$ cat src/sv/ksc_pkg.sv
// Package for the keyword substitution cipher.
// Holds action codes, alphabet constants and the controller/datapath link types.
// No dependencies.
package ksc_pkg;

    localparam logic [1:0] ACT_CLEAR  = 2'd0;
    localparam logic [1:0] ACT_APPEND = 2'd1;
    localparam logic [1:0] ACT_ENCODE = 2'd2;

    localparam logic [4:0] ALPHA_SIZE = 5'd26;
    localparam logic [4:0] LAST_IDX   = 5'd25;
    localparam logic [7:0] CHAR_A     = 8'd65;
    localparam logic [7:0] CHAR_Z     = 8'd90;
    localparam logic [7:0] CHAR_SPACE = 8'd32;

    typedef struct packed {
        logic key_clear;
        logic key_append;
        logic build_start;
        logic build_step;
        logic char_latch;
        logic out_load;
        logic out_from_latch;
    } t_cmd;

    typedef struct packed {
        logic stale;
        logic build_last;
    } t_status;

endpackage

$ cat src/sv/ksc_dp.sv
// Datapath: keyword store, cipher table, table rebuild counters, output register.
// Depends on ksc_pkg; driven by ksc_ctrl through t_cmd.
module ksc_dp (
    input  logic            i_clk,
    input  logic            i_rst_n,
    input  logic            i_cfg_we,
    input  logic [4:0]      i_cfg_wdata,
    input  logic [7:0]      i_char_in,
    input  ksc_pkg::t_cmd   i_cmd,
    output ksc_pkg::t_status o_status,
    output logic [7:0]      o_char_out
);

    logic [4:0]  r_shift;
    logic [25:0] r_in_key;
    logic [4:0]  r_key_pos [26];
    logic [4:0]  r_key_len;
    logic [4:0]  r_table [26];
    logic        r_stale;
    logic [4:0]  r_letter;
    logic [4:0]  r_extra;
    logic [7:0]  r_char;
    logic [7:0]  r_char_out;

    logic [4:0]  n_shift;
    logic [4:0]  app_idx;
    logic        app_upper;
    logic        app_ok;
    logic        is_member;
    logic [6:0]  pos_sum;
    logic [4:0]  pos;
    logic [7:0]  enc_char;
    logic        enc_upper;
    logic [7:0]  enc_off;
    logic [4:0]  enc_entry;

    // shift kept reduced mod 26
    always_comb begin
        if (i_cfg_wdata >= ksc_pkg::ALPHA_SIZE) begin
            n_shift = i_cfg_wdata - ksc_pkg::ALPHA_SIZE;
        end else begin
            n_shift = i_cfg_wdata;
        end
    end

    assign app_upper = (i_char_in >= ksc_pkg::CHAR_A) && (i_char_in <= ksc_pkg::CHAR_Z);
    assign app_idx   = 5'(i_char_in - ksc_pkg::CHAR_A);
    assign app_ok    = app_upper && !r_in_key[app_idx] && (r_key_len < ksc_pkg::ALPHA_SIZE);

    assign is_member = r_in_key[r_letter];

    always_comb begin
        if (is_member) begin
            pos_sum = 7'(r_shift) + 7'(r_key_pos[r_letter]);
        end else begin
            pos_sum = 7'(r_shift) + 7'(r_key_len) + 7'(r_extra);
        end
        if (pos_sum >= 7'(ksc_pkg::ALPHA_SIZE)) begin
            pos = 5'(pos_sum - 7'(ksc_pkg::ALPHA_SIZE));
        end else begin
            pos = 5'(pos_sum);
        end
    end

    assign enc_char  = i_cmd.out_from_latch ? r_char : i_char_in;
    assign enc_upper = (enc_char >= ksc_pkg::CHAR_A) && (enc_char <= ksc_pkg::CHAR_Z);
    assign enc_off   = enc_char - ksc_pkg::CHAR_A;
    assign enc_entry = r_table[enc_off[4:0]];

    always_ff @(posedge i_clk) begin
        if (!i_rst_n) begin
            r_shift   <= '0;
            r_in_key  <= '0;
            r_key_len <= '0;
            r_stale   <= 1'b1;
        end else begin
            if (i_cfg_we) begin
                r_shift <= n_shift;
                r_stale <= 1'b1;
            end
            if (i_cmd.key_clear) begin
                r_in_key  <= '0;
                r_key_len <= '0;
                r_stale   <= 1'b1;
            end
            if (i_cmd.key_append && app_ok) begin
                r_in_key[app_idx] <= 1'b1;
                r_key_len         <= r_key_len + 5'd1;
                r_stale           <= 1'b1;
            end
            if (i_cmd.build_step && (r_letter == ksc_pkg::LAST_IDX)) begin
                r_stale <= 1'b0;
            end
        end
    end

    always_ff @(posedge i_clk) begin
        if (i_cmd.key_append && app_ok) begin
            r_key_pos[app_idx] <= r_key_len;
        end
        if (i_cmd.build_start) begin
            r_letter <= '0;
            r_extra  <= '0;
        end
        if (i_cmd.build_step) begin
            r_table[pos] <= r_letter;
            r_letter     <= r_letter + 5'd1;
            if (!is_member) begin
                r_extra <= r_extra + 5'd1;
            end
        end
        if (i_cmd.char_latch) begin
            r_char <= i_char_in;
        end
        if (i_cmd.out_load) begin
            r_char_out <= enc_upper ? (ksc_pkg::CHAR_A + 8'(enc_entry)) : ksc_pkg::CHAR_SPACE;
        end
    end

    assign o_status.stale      = r_stale;
    assign o_status.build_last = (r_letter == ksc_pkg::LAST_IDX);
    assign o_char_out          = r_char_out;

endmodule

$ cat src/sv/ksc_ctrl.sv
// Controller: handshakes and sequencing of table rebuilds and result output.
// Depends on ksc_pkg; commands ksc_dp through t_cmd.
module ksc_ctrl (
    input  logic             i_clk,
    input  logic             i_rst_n,
    input  logic             i_in_valid,
    input  logic [1:0]       i_action,
    input  logic             i_out_stall,
    input  ksc_pkg::t_status i_status,
    output logic             o_in_stall,
    output logic             o_out_valid,
    output ksc_pkg::t_cmd    o_cmd
);

    typedef enum logic [1:0] {
        S_IDLE,
        S_BUILD,
        S_EMIT
    } t_state;

    t_state r_state, n_state;
    logic   r_out_valid, n_out_valid;
    logic   out_busy;
    logic   in_acc;

    assign out_busy   = r_out_valid && i_out_stall;
    assign o_in_stall = (r_state != S_IDLE) || out_busy;
    assign in_acc     = i_in_valid && !o_in_stall;

    always_comb begin
        n_state = r_state;
        o_cmd   = '0;
        case (r_state)
            S_IDLE: begin
                if (in_acc) begin
                    case (i_action)
                        ksc_pkg::ACT_CLEAR:  o_cmd.key_clear  = 1'b1;
                        ksc_pkg::ACT_APPEND: o_cmd.key_append = 1'b1;
                        ksc_pkg::ACT_ENCODE: begin
                            if (i_status.stale) begin
                                o_cmd.build_start = 1'b1;
                                o_cmd.char_latch  = 1'b1;
                                n_state           = S_BUILD;
                            end else begin
                                o_cmd.out_load = 1'b1;
                            end
                        end
                        default: ;
                    endcase
                end
            end
            S_BUILD: begin
                o_cmd.build_step = 1'b1;
                if (i_status.build_last) begin
                    n_state = S_EMIT;
                end
            end
            S_EMIT: begin
                if (!out_busy) begin
                    o_cmd.out_load       = 1'b1;
                    o_cmd.out_from_latch = 1'b1;
                    n_state              = S_IDLE;
                end
            end
            default: n_state = S_IDLE;
        endcase
        n_out_valid = o_cmd.out_load || out_busy;
    end

    always_ff @(posedge i_clk) begin
        if (!i_rst_n) begin
            r_state     <= S_IDLE;
            r_out_valid <= 1'b0;
        end else begin
            r_state     <= n_state;
            r_out_valid <= n_out_valid;
        end
    end

    assign o_out_valid = r_out_valid;

endmodule

$ cat src/sv/keyword_substitution_cipher.sv
// Keyword substitution cipher, top level: ksc_ctrl and ksc_dp.
// Clear/append act on acceptance. Encode with a current table: result the cycle
// after acceptance, one item per cycle while output is not stalled. Encode
// after key or shift change: table rebuild (one letter per cycle), then S_EMIT.
// Synchronous active-low reset: empty keyword, shift 0, table marked stale.
module keyword_substitution_cipher (
    input  logic       i_clk,
    input  logic       i_rst_n,
    input  logic       i_cfg_we,
    input  logic [4:0] i_cfg_wdata,
    input  logic       i_in_valid,
    output logic       o_in_stall,
    input  logic [1:0] i_action,
    input  logic [7:0] i_char_in,
    output logic       o_out_valid,
    input  logic       i_out_stall,
    output logic [7:0] o_char_out
);

    ksc_pkg::t_cmd    cmd;
    ksc_pkg::t_status status;

    ksc_ctrl u_ctrl (
        .i_clk      (i_clk),
        .i_rst_n    (i_rst_n),
        .i_in_valid (i_in_valid),
        .i_action   (i_action),
        .i_out_stall(i_out_stall),
        .i_status   (status),
        .o_in_stall (o_in_stall),
        .o_out_valid(o_out_valid),
        .o_cmd      (cmd)
    );

    ksc_dp u_dp (
        .i_clk      (i_clk),
        .i_rst_n    (i_rst_n),
        .i_cfg_we   (i_cfg_we),
        .i_cfg_wdata(i_cfg_wdata),
        .i_char_in  (i_char_in),
        .i_cmd      (cmd),
        .o_status   (status),
        .o_char_out (o_char_out)
    );

    a_no_overwrite: assert property (@(posedge i_clk) disable iff (!i_rst_n)
        !(cmd.out_load && o_out_valid && i_out_stall))
        else $error("result overwritten while stalled");

    a_build_clears_stale: assert property (@(posedge i_clk) disable iff (!i_rst_n)
        cmd.build_step && status.build_last && !i_cfg_we |=> !status.stale)
        else $error("table still stale after rebuild");

    a_stale_encode_stalls: assert property (@(posedge i_clk) disable iff (!i_rst_n)
        i_in_valid && !o_in_stall && (i_action == ksc_pkg::ACT_ENCODE) && status.stale
        |=> o_in_stall)
        else $error("input not stalled during rebuild");

endmodule
$ cat config.mk
export PLATFORM = sky130hd
export DESIGN_NAME = keyword_substitution_cipher
export DESIGN_NICKNAME = d
export VERILOG_FILES = /design/src/sv/ksc_pkg.sv /design/src/sv/ksc_dp.sv /design/src/sv/ksc_ctrl.sv /design/src/sv/keyword_substitution_cipher.sv
export SDC_FILE = /design/constraint.sdc
export NUM_CORES = 1
export LEC_CHECK = 0
export ABC_AREA = 1
export BUFFER_PORTS_ARGS = -buffer_cell sky130_fd_sc_hd__buf_2
export CAP_MARGIN = 20
export CORE_MARGIN = 4
export CORE_UTILIZATION = 40
export DETAILED_ROUTE_END_ITERATION = 7
export HOLD_SLACK_MARGIN = 0.06
export PLACE_DENSITY = 0.59
export SYNTH_ARGS = -nofsm -noshare
export SYNTH_HDL_FRONTEND = slang
export SYNTH_SLANG_ARGS = --single-unit
export TNS_END_PERCENT = 1
$ cat constraint.sdc
create_clock -name i_clk -period 10.23 [get_ports i_clk]
set_input_delay 0.5115 -clock i_clk [delete_from_list [all_inputs] [get_ports i_clk]]
set_output_delay 0.5115 -clock i_clk [all_outputs]
set_load 0.02 [all_outputs]
==> impl_metrics.json <==
{
  "root_buffer": "clkbuf_16",
  "ys_seq_area_share_pct": 61.89,
  "max_stage_delay_ns": 0.51,
  "grt_max_degree": 78,
  "p_total_mw": 3.149,
  "synth_top_family_by_area": "simple AND/OR/NAND/NOR gates",
  "area_growth_pct": 12.01,
  "initial_core_util_pct": 40.46,
  "clkPwrFrac_pct": 40.4,
  "routed_via_density": 5.311,
  "dp_hpwl_mm": 25.13,
  "drt_iter0_drc": 660,
  "internal_power_mw": 2.330,
  "place_congestion": 0.8217,
  "grt_pass1_vias": 10570,
  "h-tree-depth": 2,
  "fp.dieW_microns": 203.0,
  "seq_power_share_pct": 46.8,
  "clkSinkCount": 330,
  "setup.worst_path.class": "reg2reg",
  "grt_util_all_layers_pct": 18.20,
  "combPwrFrac_pct": 12.8,
  "postCtsSetupRepairBufs": 0,
  "fmax_mhz": 184.5,
  "cts_buffer_depth": 3,
  "finClkSkew_ns": 0.02865,
  "power_density_nw_per_um2": 184.9,
  "status": "completed",
  "finalCritPeriodShare_pct": 52.97,
  "yosys.area_share.simple_pct": 15.37,
  "wl_mm": 37.87,
  "synth_cell_types": 52,
  "slew_headroom_pct": 33.46,
  "tns_ns": 0,
  "hold_viol": 0,
  "path_clk_slew_ns": 0.06,
  "hp-class": "in2reg",
  "final-max-slew-violation-count": 0,
  "cellLeakagePower_nw": 6.241,
  "core_region_area_sq_um": 37580,
  "switching_power_uw": 818.9,
  "worst_slack_ns": 4.811,
  "rows": 71,
  "via_count": 10580,
  "crit_chain": "buf_4 > inv_1 > buf_4 > o21ai_0 > o221ai_1 > a31oi_1 > a32oi_1 > ha_1 > fa_1 > xor2_1 > nand3b_1 > nand2_1 > ha_1 > inv_1 > a21oi_4 > nand2_4 > nand2_2 > nand3_2 > nor2_1",
  "ant_nets": 0,
  "drive_gt1_share_pct": 11.48,
  "syn_nets": 1489,
  "dieArea_sq_um": 41190,
  "cts_hold_buf": 0,
  "numCtsBuffers": 36,
  "synth_compound_area_share_pct": 13.29,
  "cts-resized-gates": 0,
  "fillCellCount": 3484,
  "setup_viol": 0,
  "cts_tree": "done",
  "worstSetupEndpointType": "flop",
  "drc": 0,
  "ios": 30,
  "first_pass_iters": 5,
  "grt_overflow_total": 0,
  "grt_pass1_wl_mm": 59.45,
  "muxShareOfSynthArea_pct": 0.2057,
  "fin_crit_ns": 5.419,
  "crit_slowest_cell": "buf_4",
  "nets": 1509,
  "irDropWorstVdd_v": 0.0001692,
  "crit_family": "buffers and inverters",
  "startpoint_type": "flop",
  "cp_num_buf_inv": 4,
  "num_antenna_cells": 0,
  "synth-xor-area-share_pct": 1.086,
  "port_buffers": 28,
  "synth_seq_cells": 330,
  "tightest_slew_ns": 0.9873,
  "timing.hold.ws_ns": 0.1812,
  "pre_cts_ws_ns": 4.869,
  "clkLatencyLatePin_ns": 0.54,
  "syn-cell-area_sq_um": 15200,
  "synth_fa_ha_area_share_pct": 2.782,
  "syn_inst": 1437,
  "swShare_pct": 26.01,
  "ys_warn_count": 0,
  "wire_per_inst_microns": 19.01,
  "antenna_found_initial": 0,
  "cp.required_ns": 10.40,
  "cap_violations": 0,
  "cp_data_arrival_time_ns": 5.59,
  "critical_path.max_fanout": 66,
  "syn_area_per_cell_sq_um": 10.58,
  "die_h_microns": 203.0,
  "rsz0062_at_grt": "false"
}
[final cells by class]
class | instances | area, sq um | area share, %
Clock inverter | 17 | 167.7 | 0.9846
Inverter | 133 | 501.7 | 2.946
Multi-Input combinational cell | 907 | 5006 | 29.40
Tap cell | 511 | 639.4 | 3.755
Clock buffer | 45 | 965.9 | 5.672
Timing Repair Buffer | 49 | 337.8 | 1.984
Sequential cell | 330 | 9410 | 55.26
[kinds of logic (layout without fill, tap and decap cells)]
logic type      after synthesis  count (layout)
compound gates              332             332
xor+xnor                     18              18
fa+ha+maj                    32              32
buf+inv                     200             244
flops                       330             330
mux                           3               3
other cells                   1               1
simple gates                521             521
[per-layer routing]
metal	part of all wire (%)	vias to the layer above	wire length, microns	GRT usage (%)
met5	0	-	0	0
met4	2.8	0	1072	5.965
met3	4.0	76	1502	2.492
met2	49	234	18640	31.33
met1	44	5142	16660	23.89
li1	-	5127	-	-
[power groups by stage]
stage | Combinational (mW) | Sequential (mW) | Clock, mW
final | 0.402 | 1.47 | 1.27
after floorplan | 0.293 | 1.50 | 0
after global placement | 0.396 | 1.50 | 0
after global routing | 0.452 | 1.47 | 1.35
after CTS | 0.402 | 1.47 | 1.29
after detailed placement | 0.401 | 1.50 | 0
[synthesized netlist by cell type (all sizes together)]
cell type	count	area [sq um]
o22ai	8	50.05
nor4	3	18.77
nand3	98	535.5
and2	1	6.260
a31oi	10	62.56
nand3b	6	45.04
mux2	1	11.26
o41ai	1	8.760
or2	22	137.6
nor3b	2	15.01
edfxtp	280	8408
nor2	167	639.4
mux2i	2	20.02
o221ai	26	227.7
o2111ai	2	17.52
a22o	1	8.760
dfxtp	50	1001
clkbuf	44	165.2
o211ai	55	412.9
nand2	215	877.1
o32ai	2	17.52
xnor2	5	43.79
a32oi	4	35.03
xor2	13	121.4
o21ai	153	777.0
fa	3	60.06
nand4	5	52.55
a21oi	54	281.5
ha	29	362.9
nor3	2	10.01
inv	131	494.2
clkinv	2	7.510
buf	23	146.4
a41oi	1	8.760
conb	1	3.750
o21bai	15	112.6
[cell usage in the layout, fill, tap and decap left out, types with 37 or more instances in the layout]
master       n
o21ai_0    146
inv_1      128
dfxtp_1     49
o211ai_1    55
nand3_1     89
nor2_1     164
edfxtp_1   280
nand2_1    193
a21oi_1     53
clkbuf_16   37
[flip-flops by register name (all words and copies together) (netlist names), 7 cells and up, named ones only]
register and count:
u_dp.r_key_pos 130, u_dp.o_char_out 7, u_dp.r_in_key 26, u_dp.r_char 8
u_dp.r_table 130
[per-stage QoR]
stage / std cells / instance area (sq um) / utilization, %
after floorplan: 1437 / 15200 / -
after detailed placement: 1928 / 15840 / 42.15
after global routing: 1992 / 17030 / 45.32
after global placement: 1928 / 15840 / 42.15
after CTS: 1990 / 16970 / 45.17
final: 1992 / 17030 / 45.32
[final timing paths]
path,startpoint,endpoint,slack [ns],depth (start not counted)
setup / recovery,flop,u_dp.r_table[16][0]$_DFFE_PP_,4.81,19
setup reg to reg,flop,u_dp.r_table[16][0]$_DFFE_PP_,4.81,19
hold reg to reg,u_dp.r_in_key[24]$_SDFF_PN0_,u_dp.r_in_key[24]$_SDFF_PN0_,0.47,2
hold / removal,i_char_in[5],u_dp.r_char[5]$_DFFE_PP_,0.18,1
No activity file was read; power rests on OpenSTA's default activity.
